### config.mk
export PLATFORM = sky130hd
export DESIGN_NAME = modular_power_of_two
export DESIGN_NICKNAME = d
export VERILOG_FILES = /design/src/rtl/core/mpt_pkg.sv /design/src/rtl/core/mpt_mulmod.sv /design/src/rtl/core/modular_power_of_two.sv
export VERILOG_INCLUDE_DIRS = /design/src /design/src/rtl/core
export SDC_FILE = /design/constraint.sdc
export NUM_CORES = 1
export LEC_CHECK = 0
export BUFFER_PORTS_ARGS = -buffer_cell sky130_fd_sc_hd__buf_2
export CORE_MARGIN = 4
export CORE_UTILIZATION = 30
export DETAILED_ROUTE_END_ITERATION = 8
export SYNTH_ARGS = -nofsm -noshare
export SYNTH_HDL_FRONTEND = slang
export SYNTH_HIERARCHICAL = 1
export SYNTH_SLANG_ARGS = --single-unit
### constraint.sdc
create_clock -name clk -period 11.15 [get_ports clk]
set_input_delay 0 -clock clk [delete_from_list [all_inputs] [get_ports clk]]
set_output_delay 0 -clock clk [all_outputs]
set_load 0.01 [all_outputs]
### src/rtl/core/assert_macros.svh
`ifndef ASSERT_MACROS_SVH
`define ASSERT_MACROS_SVH

// checks sampled on clk, off while rst is high
`ifndef ASSERT_OFF
`define CHK_CLK(lbl, prop, msg) \
  lbl: assert property (@(posedge clk) disable iff (rst) prop) else $error(msg);
`else
`define CHK_CLK(lbl, prop, msg)
`endif

// checks sampled on clk, also during reset
`ifndef ASSERT_OFF
`define CHK_ALWAYS(lbl, prop, msg) \
  lbl: assert property (@(posedge clk) prop) else $error(msg);
`else
`define CHK_ALWAYS(lbl, prop, msg)
`endif

`endif

### src/rtl/core/mpt_pkg.sv
package mpt_pkg;

  localparam int EXP_BITS = 64;
  localparam int MOD_BITS = 32;

  localparam int EXP_CNT_W = (EXP_BITS > 1) ? $clog2(EXP_BITS) : 1;
  localparam int MOD_CNT_W = (MOD_BITS > 1) ? $clog2(MOD_BITS) : 1;

  typedef logic [EXP_BITS-1:0]  exp_t;
  typedef logic [MOD_BITS-1:0]  mod_t;
  typedef logic [MOD_BITS:0]    wide_t;
  typedef logic [EXP_CNT_W-1:0] exp_cnt_t;
  typedef logic [MOD_CNT_W-1:0] mod_cnt_t;

  localparam exp_cnt_t EXP_LAST = exp_cnt_t'(EXP_BITS - 1);
  localparam mod_cnt_t MOD_LAST = mod_cnt_t'(MOD_BITS - 1);
  localparam mod_t     MOD_ZERO = mod_t'(0);
  localparam mod_t     MOD_ONE  = mod_t'(1);

  typedef struct packed {
    logic busy;
    logic done;
  } mul_stat_t;

  // sequencer states
  localparam logic [2:0] ST_IDLE    = 3'd0;
  localparam logic [2:0] ST_SQ_GO   = 3'd1;
  localparam logic [2:0] ST_SQ_WAIT = 3'd2;
  localparam logic [2:0] ST_DBL     = 3'd3;
  localparam logic [2:0] ST_FIN     = 3'd4;

endpackage

### src/rtl/core/mpt_mulmod.sv
`include "assert_macros.svh"

module mpt_mulmod (
  input  logic               clk,
  input  logic               rst,
  input  logic               start,
  input  mpt_pkg::mod_t      a,
  input  mpt_pkg::mod_t      b,
  input  mpt_pkg::mod_t      m,
  output mpt_pkg::mod_t      prod,
  output mpt_pkg::mul_stat_t stat
);

  localparam int MOD_BITS_MSB = mpt_pkg::MOD_BITS - 1;

  mpt_pkg::mod_t     acc;
  mpt_pkg::mod_t     mult;
  mpt_pkg::mod_cnt_t cnt;
  logic              busy;
  logic              done;

  mpt_pkg::wide_t m_w;
  mpt_pkg::wide_t dbl;
  mpt_pkg::wide_t dbl_red;
  mpt_pkg::wide_t sum;
  mpt_pkg::wide_t sum_red;

  // one multiplier bit per cycle, msb first
  always_comb begin
    m_w     = {1'b0, m};
    dbl     = {acc, 1'b0};
    dbl_red = (dbl >= m_w) ? (dbl - m_w) : dbl;
    sum     = dbl_red + (mult[MOD_BITS_MSB] ? {1'b0, a} : '0);
    sum_red = (sum >= m_w) ? (sum - m_w) : sum;
  end

  always_ff @(posedge clk) begin
    if (rst) begin
      busy <= 1'b0;
      done <= 1'b0;
    end else begin
      done <= 1'b0;
      if (start) begin
        busy <= 1'b1;
      end else if (busy && (cnt == '0)) begin
        busy <= 1'b0;
        done <= 1'b1;
      end
    end
  end

  always_ff @(posedge clk) begin
    if (start) begin
      acc  <= '0;
      mult <= b;
      cnt  <= mpt_pkg::MOD_LAST;
    end else if (busy) begin
      acc  <= sum_red[mpt_pkg::MOD_BITS-1:0];
      mult <= {mult[mpt_pkg::MOD_BITS-2:0], 1'b0};
      cnt  <= cnt - 1'b1;
    end
  end

  assign prod      = acc;
  assign stat.busy = busy;
  assign stat.done = done;

  `CHK_CLK(a_done_idle, done |-> !busy, "done while still busy")
  `CHK_CLK(a_start_busy, start |=> busy, "start did not raise busy")
  `CHK_CLK(a_busy_holds, (busy && !start && (cnt != '0)) |=> busy, "busy dropped early")
  `CHK_ALWAYS(a_rst_idle, rst |=> (!busy && !done), "reset left multiplier active")

endmodule

### src/rtl/core/modular_power_of_two.sv
// channel | dir | signals                              | word
// in      | in  | in_valid, in_stall, exponent, modulus | exponent 64b, modulus 32b
// out     | out | out_valid, out_stall, residue        | residue 32b
//
// per exponent bit an item runs a squaring on the bit-serial modular
// multiplier, plus a doubling step for each set bit
// modulus zero skips the exponent bits and ends with residue zero
// rst is synchronous, active high, and clears both channels
// a new word is taken while the last residue waits on out_stall

`include "assert_macros.svh"

module modular_power_of_two (
  input  logic                  clk,
  input  logic                  rst,
  input  logic                  in_valid,
  output logic                  in_stall,
  input  mpt_pkg::exp_t         exponent,
  input  mpt_pkg::mod_t         modulus,
  output logic                  out_valid,
  input  logic                  out_stall,
  output mpt_pkg::mod_t         residue
);

  logic [2:0]         state;
  mpt_pkg::exp_t      exp_sr;
  mpt_pkg::mod_t      modv;
  mpt_pkg::mod_t      r;
  mpt_pkg::exp_cnt_t  bit_cnt;

  logic               in_acc;
  logic               slot_free;
  logic               mul_start;
  mpt_pkg::mod_t      mul_prod;
  mpt_pkg::mul_stat_t mul_stat;
  mpt_pkg::wide_t     dbl;
  mpt_pkg::wide_t     dbl_red;

  assign in_stall  = (state != mpt_pkg::ST_IDLE);
  assign in_acc    = in_valid && !in_stall;
  assign slot_free = !out_valid || !out_stall;
  assign mul_start = (state == mpt_pkg::ST_SQ_GO);

  always_comb begin
    dbl     = {r, 1'b0};
    dbl_red = (dbl >= {1'b0, modv}) ? (dbl - {1'b0, modv}) : dbl;
  end

  mpt_mulmod u_mul (
    .clk   (clk),
    .rst   (rst),
    .start (mul_start),
    .a     (r),
    .b     (r),
    .m     (modv),
    .prod  (mul_prod),
    .stat  (mul_stat)
  );

  always_ff @(posedge clk) begin
    if (rst) begin
      state     <= mpt_pkg::ST_IDLE;
      out_valid <= 1'b0;
    end else begin
      if ((state == mpt_pkg::ST_FIN) && slot_free) begin
        out_valid <= 1'b1;
      end else if (!out_stall) begin
        out_valid <= 1'b0;
      end
      unique case (state)
        mpt_pkg::ST_IDLE: begin
          if (in_acc) begin
            state <= (modulus == mpt_pkg::MOD_ZERO) ? mpt_pkg::ST_FIN : mpt_pkg::ST_SQ_GO;
          end
        end
        mpt_pkg::ST_SQ_GO: begin
          state <= mpt_pkg::ST_SQ_WAIT;
        end
        mpt_pkg::ST_SQ_WAIT: begin
          if (mul_stat.done) begin
            if (exp_sr[mpt_pkg::EXP_BITS-1]) begin
              state <= mpt_pkg::ST_DBL;
            end else if (bit_cnt == '0) begin
              state <= mpt_pkg::ST_FIN;
            end else begin
              state <= mpt_pkg::ST_SQ_GO;
            end
          end
        end
        mpt_pkg::ST_DBL: begin
          state <= (bit_cnt == '0) ? mpt_pkg::ST_FIN : mpt_pkg::ST_SQ_GO;
        end
        mpt_pkg::ST_FIN: begin
          if (slot_free) begin
            state <= mpt_pkg::ST_IDLE;
          end
        end
        default: begin
          state <= mpt_pkg::ST_IDLE;
        end
      endcase
    end
  end

  // datapath, no reset needed
  always_ff @(posedge clk) begin
    if (in_acc) begin
      exp_sr  <= exponent;
      modv    <= modulus;
      bit_cnt <= mpt_pkg::EXP_LAST;
      r       <= ((modulus == mpt_pkg::MOD_ZERO) || (modulus == mpt_pkg::MOD_ONE)) ?
                 mpt_pkg::MOD_ZERO : mpt_pkg::MOD_ONE;
    end else if ((state == mpt_pkg::ST_SQ_WAIT) && mul_stat.done) begin
      r <= mul_prod;
      if (!exp_sr[mpt_pkg::EXP_BITS-1]) begin
        exp_sr  <= exp_sr << 1;
        bit_cnt <= bit_cnt - 1'b1;
      end
    end else if (state == mpt_pkg::ST_DBL) begin
      r       <= dbl_red[mpt_pkg::MOD_BITS-1:0];
      exp_sr  <= exp_sr << 1;
      bit_cnt <= bit_cnt - 1'b1;
    end
    if ((state == mpt_pkg::ST_FIN) && slot_free) begin
      residue <= r;
    end
  end

  `CHK_CLK(a_done_in_wait,
           mul_stat.done |-> (state == mpt_pkg::ST_SQ_WAIT),
           "stray multiply done")
  `CHK_CLK(a_r_reduced,
           ((state == mpt_pkg::ST_DBL) || (state == mpt_pkg::ST_SQ_GO)) |-> (r < modv),
           "running value not reduced")
  `CHK_CLK(a_fin_reduced,
           ((state == mpt_pkg::ST_FIN) && (modv != mpt_pkg::MOD_ZERO)) |-> (r < modv),
           "final value not reduced")
  `CHK_CLK(a_mul_idle_in_idle,
           (state == mpt_pkg::ST_IDLE) |-> !mul_stat.busy,
           "multiplier busy while idle")

endmodule

Word level (Yosys, flattened, before mapping)
Cells that the tools add are included.
W data, S select, Z words.
Word-level totals
  flip-flop bits (word level): 241
  output and inout bits: 34
  logic and storage cells: 84
Operators by class
  order comparisons: 3
  reduce and logical (&&, ||, !) cells: 22
  multiplexer cells: 29
  equal/unequal tests: 11
  add/subtract/negate cells: 6
Operators by type and width (count)
  $mux W32: 8
  $mux W64: 4
  $ge A33 B32 Y1: 3
  $sub A32 B32 Y32: 2
  $add A33 B32 Y33: 1
  $mux W33: 1
  $sub A33 B32 Y33: 1
  $eq A32 B1 Y1 const B: 1
  $logic_not A32 Y1: 1
  $mux W3: 6
  $mux W6: 3
  $pmux W3 S5: 1
  $eq A3 B2 Y1 const B: 2
  $logic_not A6 Y1: 1
  $mux W1: 6
  $ne A2 B2 Y1 const B: 3
  $reduce_bool A2 Y1: 3
  $reduce_bool A3 Y1: 2
  $sub A6 B1 Y6 const B: 1
  $logic_not A5 Y1: 1
  $sub A5 B1 Y5 const B: 1
  $logic_and A1 B1 Y1: 4
  $ne A2 B1 Y1 const B: 2
  $reduce_and A2 Y1: 2
  other kinds (8): 11

Depth between registers and ports, before layout
Gate-level depths: netlist of run 1.
  depth in word-level cells: 5
  gate-level depth with buffers: 37
  depth with buffers taken out: 32

Modules after synthesis
Netlist of run 1, hierarchy kept.
Modules (own cells, without submodules)
  modular_power_of_two: area an instance 8698.3 um2, cells an instance 743, seq. area each 5004.8 um2, times used 1
  mpt_mulmod: area an instance 8653.3 um2, cells an instance 1098, seq. area each 1741.7 um2, times used 1

Worst setup path before layout of run 1
OpenSTA, ideal clock, no wires.
  kind: register to register
  start: reg state[1]
  end: reg exp_sr[0], enable pin
  cell stages (with the launch flop): 5
  buffers on the path: 1
  data arrival time: 7.369 ns
  setup slack: 3.201 ns
  period minus slack after synthesis: 7.949 ns
  library setup time: 0.580 ns
  cells stage by stage: dfxtp_1 -> clkbuf_1 -> or3b_2 -> a21oi_1 -> a21boi_0
On the way
  cells in the longest elaborated chain, start to end: 5
RTL lines
  start: declaration: RTL line modular_power_of_two.sv:25  | logic [2:0] state;
  start signal: assignment: RTL line modular_power_of_two.sv:62  | state <= mpt_pkg::ST_IDLE;
  start signal: assignment: RTL line modular_power_of_two.sv:73  | state <= (modulus == mpt_pkg::MOD_ZERO) ? mpt_pkg::ST_FIN : mpt_pkg::ST_SQ_GO;
  start signal: assignment: RTL line modular_power_of_two.sv:77  | state <= mpt_pkg::ST_SQ_WAIT;
  $reduce_bool A3 Y1: RTL line modular_power_of_two.sv:39  | assign in_stall = (state != mpt_pkg::ST_IDLE);
  $logic_not A1 Y1: RTL line modular_power_of_two.sv:40  | assign in_acc = in_valid && !in_stall;
  $logic_and A1 B1 Y1: RTL line modular_power_of_two.sv:40
  $ne A3 B3 Y1 (no line) / $reduce_bool A3 Y1 (equally long branches)
  $reduce_and A2 Y1 (no line) *
  end signal: assignment: RTL line modular_power_of_two.sv:108  | exp_sr <= exponent;
  end signal: assignment: RTL line modular_power_of_two.sv:116  | exp_sr <= exp_sr << 1;
  end signal: assignment: RTL line modular_power_of_two.sv:121  | exp_sr <= exp_sr << 1;
  end: declaration: RTL line modular_power_of_two.sv:26  | mpt_pkg::exp_t exp_sr;
Every way passes the cells marked *; elsewhere a longest branch is shown, timed or not.
A chain may end at the register's enable or synchronous reset.

Worst setup path in the final report of run 1
  start: reg modv[1]
  end: reg u_mul.acc[27], in the netlist u_mul/prod[27]
On the way
  cells in the longest elaborated chain, start to end: 5
RTL lines
  start: declaration: RTL line modular_power_of_two.sv:27  | mpt_pkg::mod_t modv;
  start signal: assignment: RTL line modular_power_of_two.sv:109  | modv <= modulus;
  $sub A33 B32 Y33 / $ge A33 B32 Y1 (equally long branches): RTL line mpt_mulmod.sv:32  | dbl_red = (dbl >= m_w) ? (dbl - m_w) : dbl;
  $mux W33: RTL line mpt_mulmod.sv:32
  $add A33 B32 Y33: RTL line mpt_mulmod.sv:33  | sum = dbl_red + (mult[MOD_BITS_MSB] ? {1'b0, a} : '0);
  $sub A32 B32 Y32 / $ge A33 B32 Y1 (equally long branches): RTL line mpt_mulmod.sv:34  | sum_red = (sum >= m_w) ? (sum - m_w) : sum;
  $mux W32 *: RTL line mpt_mulmod.sv:34
  end signal: assignment: RTL line mpt_mulmod.sv:58  | acc <= sum_red[mpt_pkg::MOD_BITS-1:0];
  end: declaration: RTL line mpt_mulmod.sv:16  | mpt_pkg::mod_t acc;
Marked as above.

==> results of run 1 <==
per-stage QoR:
stage          setup WS [ns]  power [mW]
5_1_grt                 1.47        7.30
6_report                2.09        6.76
3_5_place_dp            2.27        5.77
3_3_place_gp            2.66        5.70
2_1_floorplan           3.20        4.77
4_1_cts                 2.24        6.74
worst max-delay path: cells and delay by family, from the launching register on:
kind                     cells  cell delay, ns
buffers and inverters        3            0.80
flip-flops                   1            0.47
adder cells (fa/ha/maj)      3            1.11
AND/OR/NAND/NOR             12            2.72
XOR/XNOR                     1            0.15
AO/OA/AOI/OAI               11            3.63
multiplexers                 1            0.09
layer usage:
metal / track usage (%) / wire length [um]
met3: 3.00 / 3420
met1: 22.8 / 24400
met5: 0 / 0
met4: 6.78 / 2500
met2: 27.7 / 25500
final timing paths:
path / start / endpoint / slack [ns] / cells past startpoint
setup reg to reg: modv[1] / u_mul/prod[27] / 2.09 / 31
hold / removal: modulus[22] / modv[22] / 0.15 / 2
setup / recovery: modv[1] / u_mul/prod[27] / 2.09 / 31
hold reg to reg: bit_cnt[4] / bit_cnt[4] / 0.51 / 2
power by group through the flow:
stage | sequential, mW | combinational (mW) | clock, mW
floorplan | 1.34 | 3.44 | 0
global placement | 1.45 | 4.25 | 0
detailed placement | 1.45 | 4.31 | 0
CTS | 1.44 | 4.37 | 0.938
global route | 1.45 | 4.87 | 0.977
finish | 1.43 | 4.42 | 0.913
flip-flops by register name, summed over array words and instances (netlist names):
name and cells:
bit_cnt 6, exp_sr 64, modv 32, out_valid 1, r 32, residue 32
state 3, u_mul/busy 1, u_mul/cnt 5, u_mul/done 1, u_mul/mult 32, u_mul/prod 32
area by class of cell:
| class | count | area (um2) | area share, % |
|---|---|---|---|
| well taps | 756 | 946 | 4.59 |
| multi-input cells | 1400 | 9850 | 47.8 |
| inverters | 109 | 410 | 1.99 |
| repair buffers | 246 | 1760 | 8.56 |
| clock buffers | 32 | 673 | 3.27 |
| flip-flops and latches | 241 | 6750 | 32.7 |
| clock inverters | 16 | 208 | 1.01 |
==> flow_summary.json, run 1 <==
{
  "final_antenna_net_count": 0,
  "layout_commonest_cell": "edfxtp_1",
  "area_delta_synth_final_pct": 18.8,
  "timing.hold.ws_ns": 0.154,
  "die_area_um2": 61700,
  "die_x_um": 248,
  "tns_ns": 0,
  "cts_hold_buf": 100,
  "worstPathRequired_ns": 11.66,
  "sw_frac_of_total_pct": 48.1,
  "place_area_um2": 18700,
  "port_buffers": 133,
  "h-tree-depth": 1,
  "numCtsBuffers": 26,
  "p_comb_share_pct": 65.3,
  "cts_resized": 0,
  "worstPathArrival_ns": 9.57,
  "crit_slowest_cell": "o41ai_1",
  "p_int_mw": 3.51,
  "wl_per_cell_um": 20.0,
  "num-nets-final": 2259,
  "cp_common_cell": "ha_1",
  "status": "finished clean",
  "routabilityCongestion": 0.944,
  "antenna_found_initial": 0,
  "syn_avg_cell_area_um2": 9.43,
  "cpPeakStageDelay_ns": 1.05,
  "cts_sinks": 241,
  "synthCells": 1840,
  "syn_nets": 2075,
  "fp-row-count": 87,
  "min_path_type": "input pin to register",
  "dp.cells": 2652,
  "grt_util_all_layers_pct": 17.1,
  "final_cell_mix": "edfxtp_1 (192), nand2_1 (159), buf_2 (133)",
  "grt_max_degree": 75,
  "stdcell_count": 2800,
  "slew_headroom_pct": 15.0,
  "ir_drop_mv": 0.257,
  "clockBufferDepth": 3,
  "firstDrtPassIters": 5,
  "start_util_pct": 30.5,
  "fillers": 5707,
  "finalHoldViolCount": 0,
  "pwr-share-clk_pct": 13.5,
  "grt_pass1_vias": 14800,
  "timing.final.crit_period_ns": 9.06,
  "maxCapViolCount": 0,
  "worstSetupStartpointType": "register",
  "fin_area_um2": 20600,
  "detailed_place_hpwl_mm": 41.2,
  "drtIter0Drc": 1154,
  "vias": 15200,
  "core-area_um2": 56800,
  "worstSetupPathType": "register to register",
  "cts_tree": "done",
  "drc": 0,
  "overflow": 0,
  "routed_wl_mm": 55.9,
  "switchingPower_mw": 3.25,
  "powerDensity_nw_per_um2": 328,
  "final-setup-viol-count": 0,
  "num_io_pins": 134,
  "cts-root-buf": "clkbuf_16",
  "critPathCaptureType": "register",
  "p_leak_nw": 8.45,
  "die_h_um": 248,
  "clk_latency_ns": 0.58,
  "rsz0062_at_grt": "false",
  "avgViaCountPerCell": 5.43,
  "tightest_slew_ns": 1.26,
  "fin_skew_ns": 0.0304,
  "post-route-period-util_pct": 81.2,
  "final_core_utilization_pct": 36.3,
  "path_max_fanout": 52,
  "synth_area_um2": 17300,
  "fmax_ghz": 0.110,
  "drive_above_1_share_pct": 12.2,
  "clk_pin_slew_ns": 0.07,
  "postCtsSetupBuffers": 0,
  "insertedDiodeCount": 0,
  "pwr-share-seq_pct": 21.2,
  "ys_warn_count": 6,
  "grt_pass1_wl_mm": 85.3,
  "slew_viol_final": 0
}
No activity file was read; power rests on OpenSTA's default activity.
==> inputs of run 2 (changes only) <==
--- a/config.mk
+++ b/config.mk
@@ -6,6 +6,7 @@
 export SDC_FILE = /design/constraint.sdc
 export NUM_CORES = 1
 export LEC_CHECK = 0
+export ABC_AREA = 1
 export BUFFER_PORTS_ARGS = -buffer_cell sky130_fd_sc_hd__buf_2
 export CORE_MARGIN = 4
 export CORE_UTILIZATION = 30
==> constraint.sdc (replaced) <==
create_clock -name clk -period 8.6 [get_ports clk]
set_input_delay 0 -clock clk [delete_from_list [all_inputs] [get_ports clk]]
set_output_delay 0 -clock clk [all_outputs]
set_load 0.01 [all_outputs]
==> run 2 against run 1 <==
Net effect:
- core utilization decreased by 0.66 points
- setup slack got worse by 0.90 ns
- synthesized area increased by 15%
- highest routed layer unchanged
- critical endpoint is now u_mul/prod[26]
- maximum frequency increased by 22%
- via count increased by 30%
- clock skew decreased by 0.017 ns
- flip-flop and latch count unchanged
- sequential share of layout area decreased by 4.0 points
==> flow_summary.json, run 2 <==
{
  "multiInputGateArea_um2": 11100,
  "worstHoldEndpoint": "modv[29]",
  "reg2reg_from": "modv[1]",
  "cts_resized": 0,
  "grt_max_degree": 70,
  "worstPathRequired_ns": 9.13,
  "cp_common_cell": "nand2_1",
  "tightest_slew_ns": 1.06,
  "tns_ns": 0,
  "die_area_um2": 70900,
  "routed_wl_mm": 71.4,
  "cts_tree": "done",
  "ys_warn_count": 6,
  "grt_pass1_wl_mm": 109,
  "fmax_ghz": 0.135,
  "maxCapViolCount": 0,
  "firstDrtPassIters": 5,
  "layout_commonest_cell": "nand2_1",
  "timing.hold.ws_ns": 0.155,
  "drc": 0,
  "overflow": 0,
  "die_x_um": 266,
  "drtIter0Drc": 1711,
  "cts_sinks": 241,
  "startpoint": "modv[1]",
  "cpPeakStageDelay_ns": 0.54,
  "h-tree-depth": 1,
  "fin_skew_ns": 0.0136,
  "status": "finished clean",
  "path_max_fanout": 34,
  "grt_pass1_vias": 18800,
  "reg2regPathDepth": 35,
  "finalHoldViolCount": 0,
  "min_path_type": "input pin to register",
  "r2r_end": "u_mul/prod[26]",
  "fp-row-count": 94,
  "worst_slack_ns": 1.19,
  "core-area_um2": 66000,
  "dp.cells": 3875,
  "final_antenna_net_count": 0,
  "post-route-period-util_pct": 86.1,
  "crit_slowest_cell": "o21ai_0",
  "die_h_um": 266,
  "port_buffers": 133,
  "reg2reg_slack_ns": 1.19,
  "worstSetupStartpointType": "register",
  "avgViaCountPerCell": 4.91,
  "numCtsBuffers": 28,
  "worstPathArrival_ns": 7.93,
  "cts-root-buf": "clkbuf_16",
  "area_delta_synth_final_pct": 17.4,
  "slew_headroom_pct": 29.3,
  "hold_start": "modulus[29]",
  "synth_area_um2": 20000,
  "largest_reg_flops": 64,
  "final_cell_mix": "nand2_1 (1033), inv_1 (460), nand3_1 (221)",
  "min_path_cells": 2,
  "grt_util_all_layers_pct": 19.6,
  "largest-register": "exp_sr",
  "vias": 19800,
  "routabilityCongestion": 0.963,
  "stdcell_count": 4028,
  "num-nets-final": 3376,
  "clockBufferDepth": 3,
  "antenna_found_initial": 1,
  "clk_latency_ns": 0.59,
  "cts_hold_buf": 100,
  "timing.final.crit_period_ns": 7.41,
  "syn_avg_cell_area_um2": 6.83,
  "wl_per_cell_um": 17.7,
  "postCtsSetupBuffers": 0,
  "fillers": 7093,
  "dpl_worst_slack_ns": 1.34,
  "drive_above_1_share_pct": 8.47,
  "regArea_um2": 6750,
  "num_io_pins": 134,
  "worstSetupPathType": "register to register",
  "slew_viol_final": 0,
  "critPathCaptureType": "register",
  "syn_nets": 3167,
  "detailed_place_hpwl_mm": 55.5,
  "start_util_pct": 30.3,
  "rsz0062_at_grt": "false",
  "clk_pin_slew_ns": 0.06,
  "final-setup-viol-count": 0,
  "synthCells": 2932
}
-- run 2: area by class of cell --
class	instances	area share, %
clock inverters	20	1.00
flip-flops and latches	241	28.7
clock buffers	32	3.09
well taps	864	4.60
diodes	1	0.0107
inverters	477	7.62
repair buffers	249	7.61
multi-input cells	2144	47.3
-- run 2: critical path: cells and delay by family (launching register included) --
kind / cells / cell delay [ns]
DFF: 1 / 0.49
buffers and inverters: 6 / 0.83
AOI/OAI and AO/OA: 5 / 1.27
xor gates and xnor gates: 1 / 0.27
adders and majority gates: 4 / 1.25
and+or+nand+nor: 19 / 3.22
-- run 2: per-layer routing --
metal | part of all wire (%) | GRT usage [%] | vias up | routed length (um)
met5 | 0 | 0 | - | 0
met4 | 4.1 | 7.28 | 0 | 2930
met3 | 7.4 | 3.57 | 118 | 5290
met2 | 44 | 31.3 | 720 | 31600
met1 | 44 | 26.6 | 9081 | 31600
li1 | - | - | 9847 | -
-- run 2: how the worst max path moves through the flow --
stage / to / slack (ns)
after floorplan: u_mul/prod[22] / 3.52
after CTS: u_mul/prod[1] / 1.28
final: u_mul/prod[26] / 1.19
after global placement: u_mul/prod[3] / 1.34
after detailed placement: u_mul/prod[1] / 1.34
after global routing: u_mul/prod[11] / 0.49
-- run 2: metrics by stage --
step                      util [%]  instance area, um2
after floorplan                  -               20000
after global placement        32.6               21500
after detailed placement      32.6               21500
after CTS                     35.6               23500
after global routing          35.6               23500
final                         35.6               23500
Power of run 2 is not shown: default switching activity piles up to over one toggle a cycle in this logic, so the estimate is an artifact.
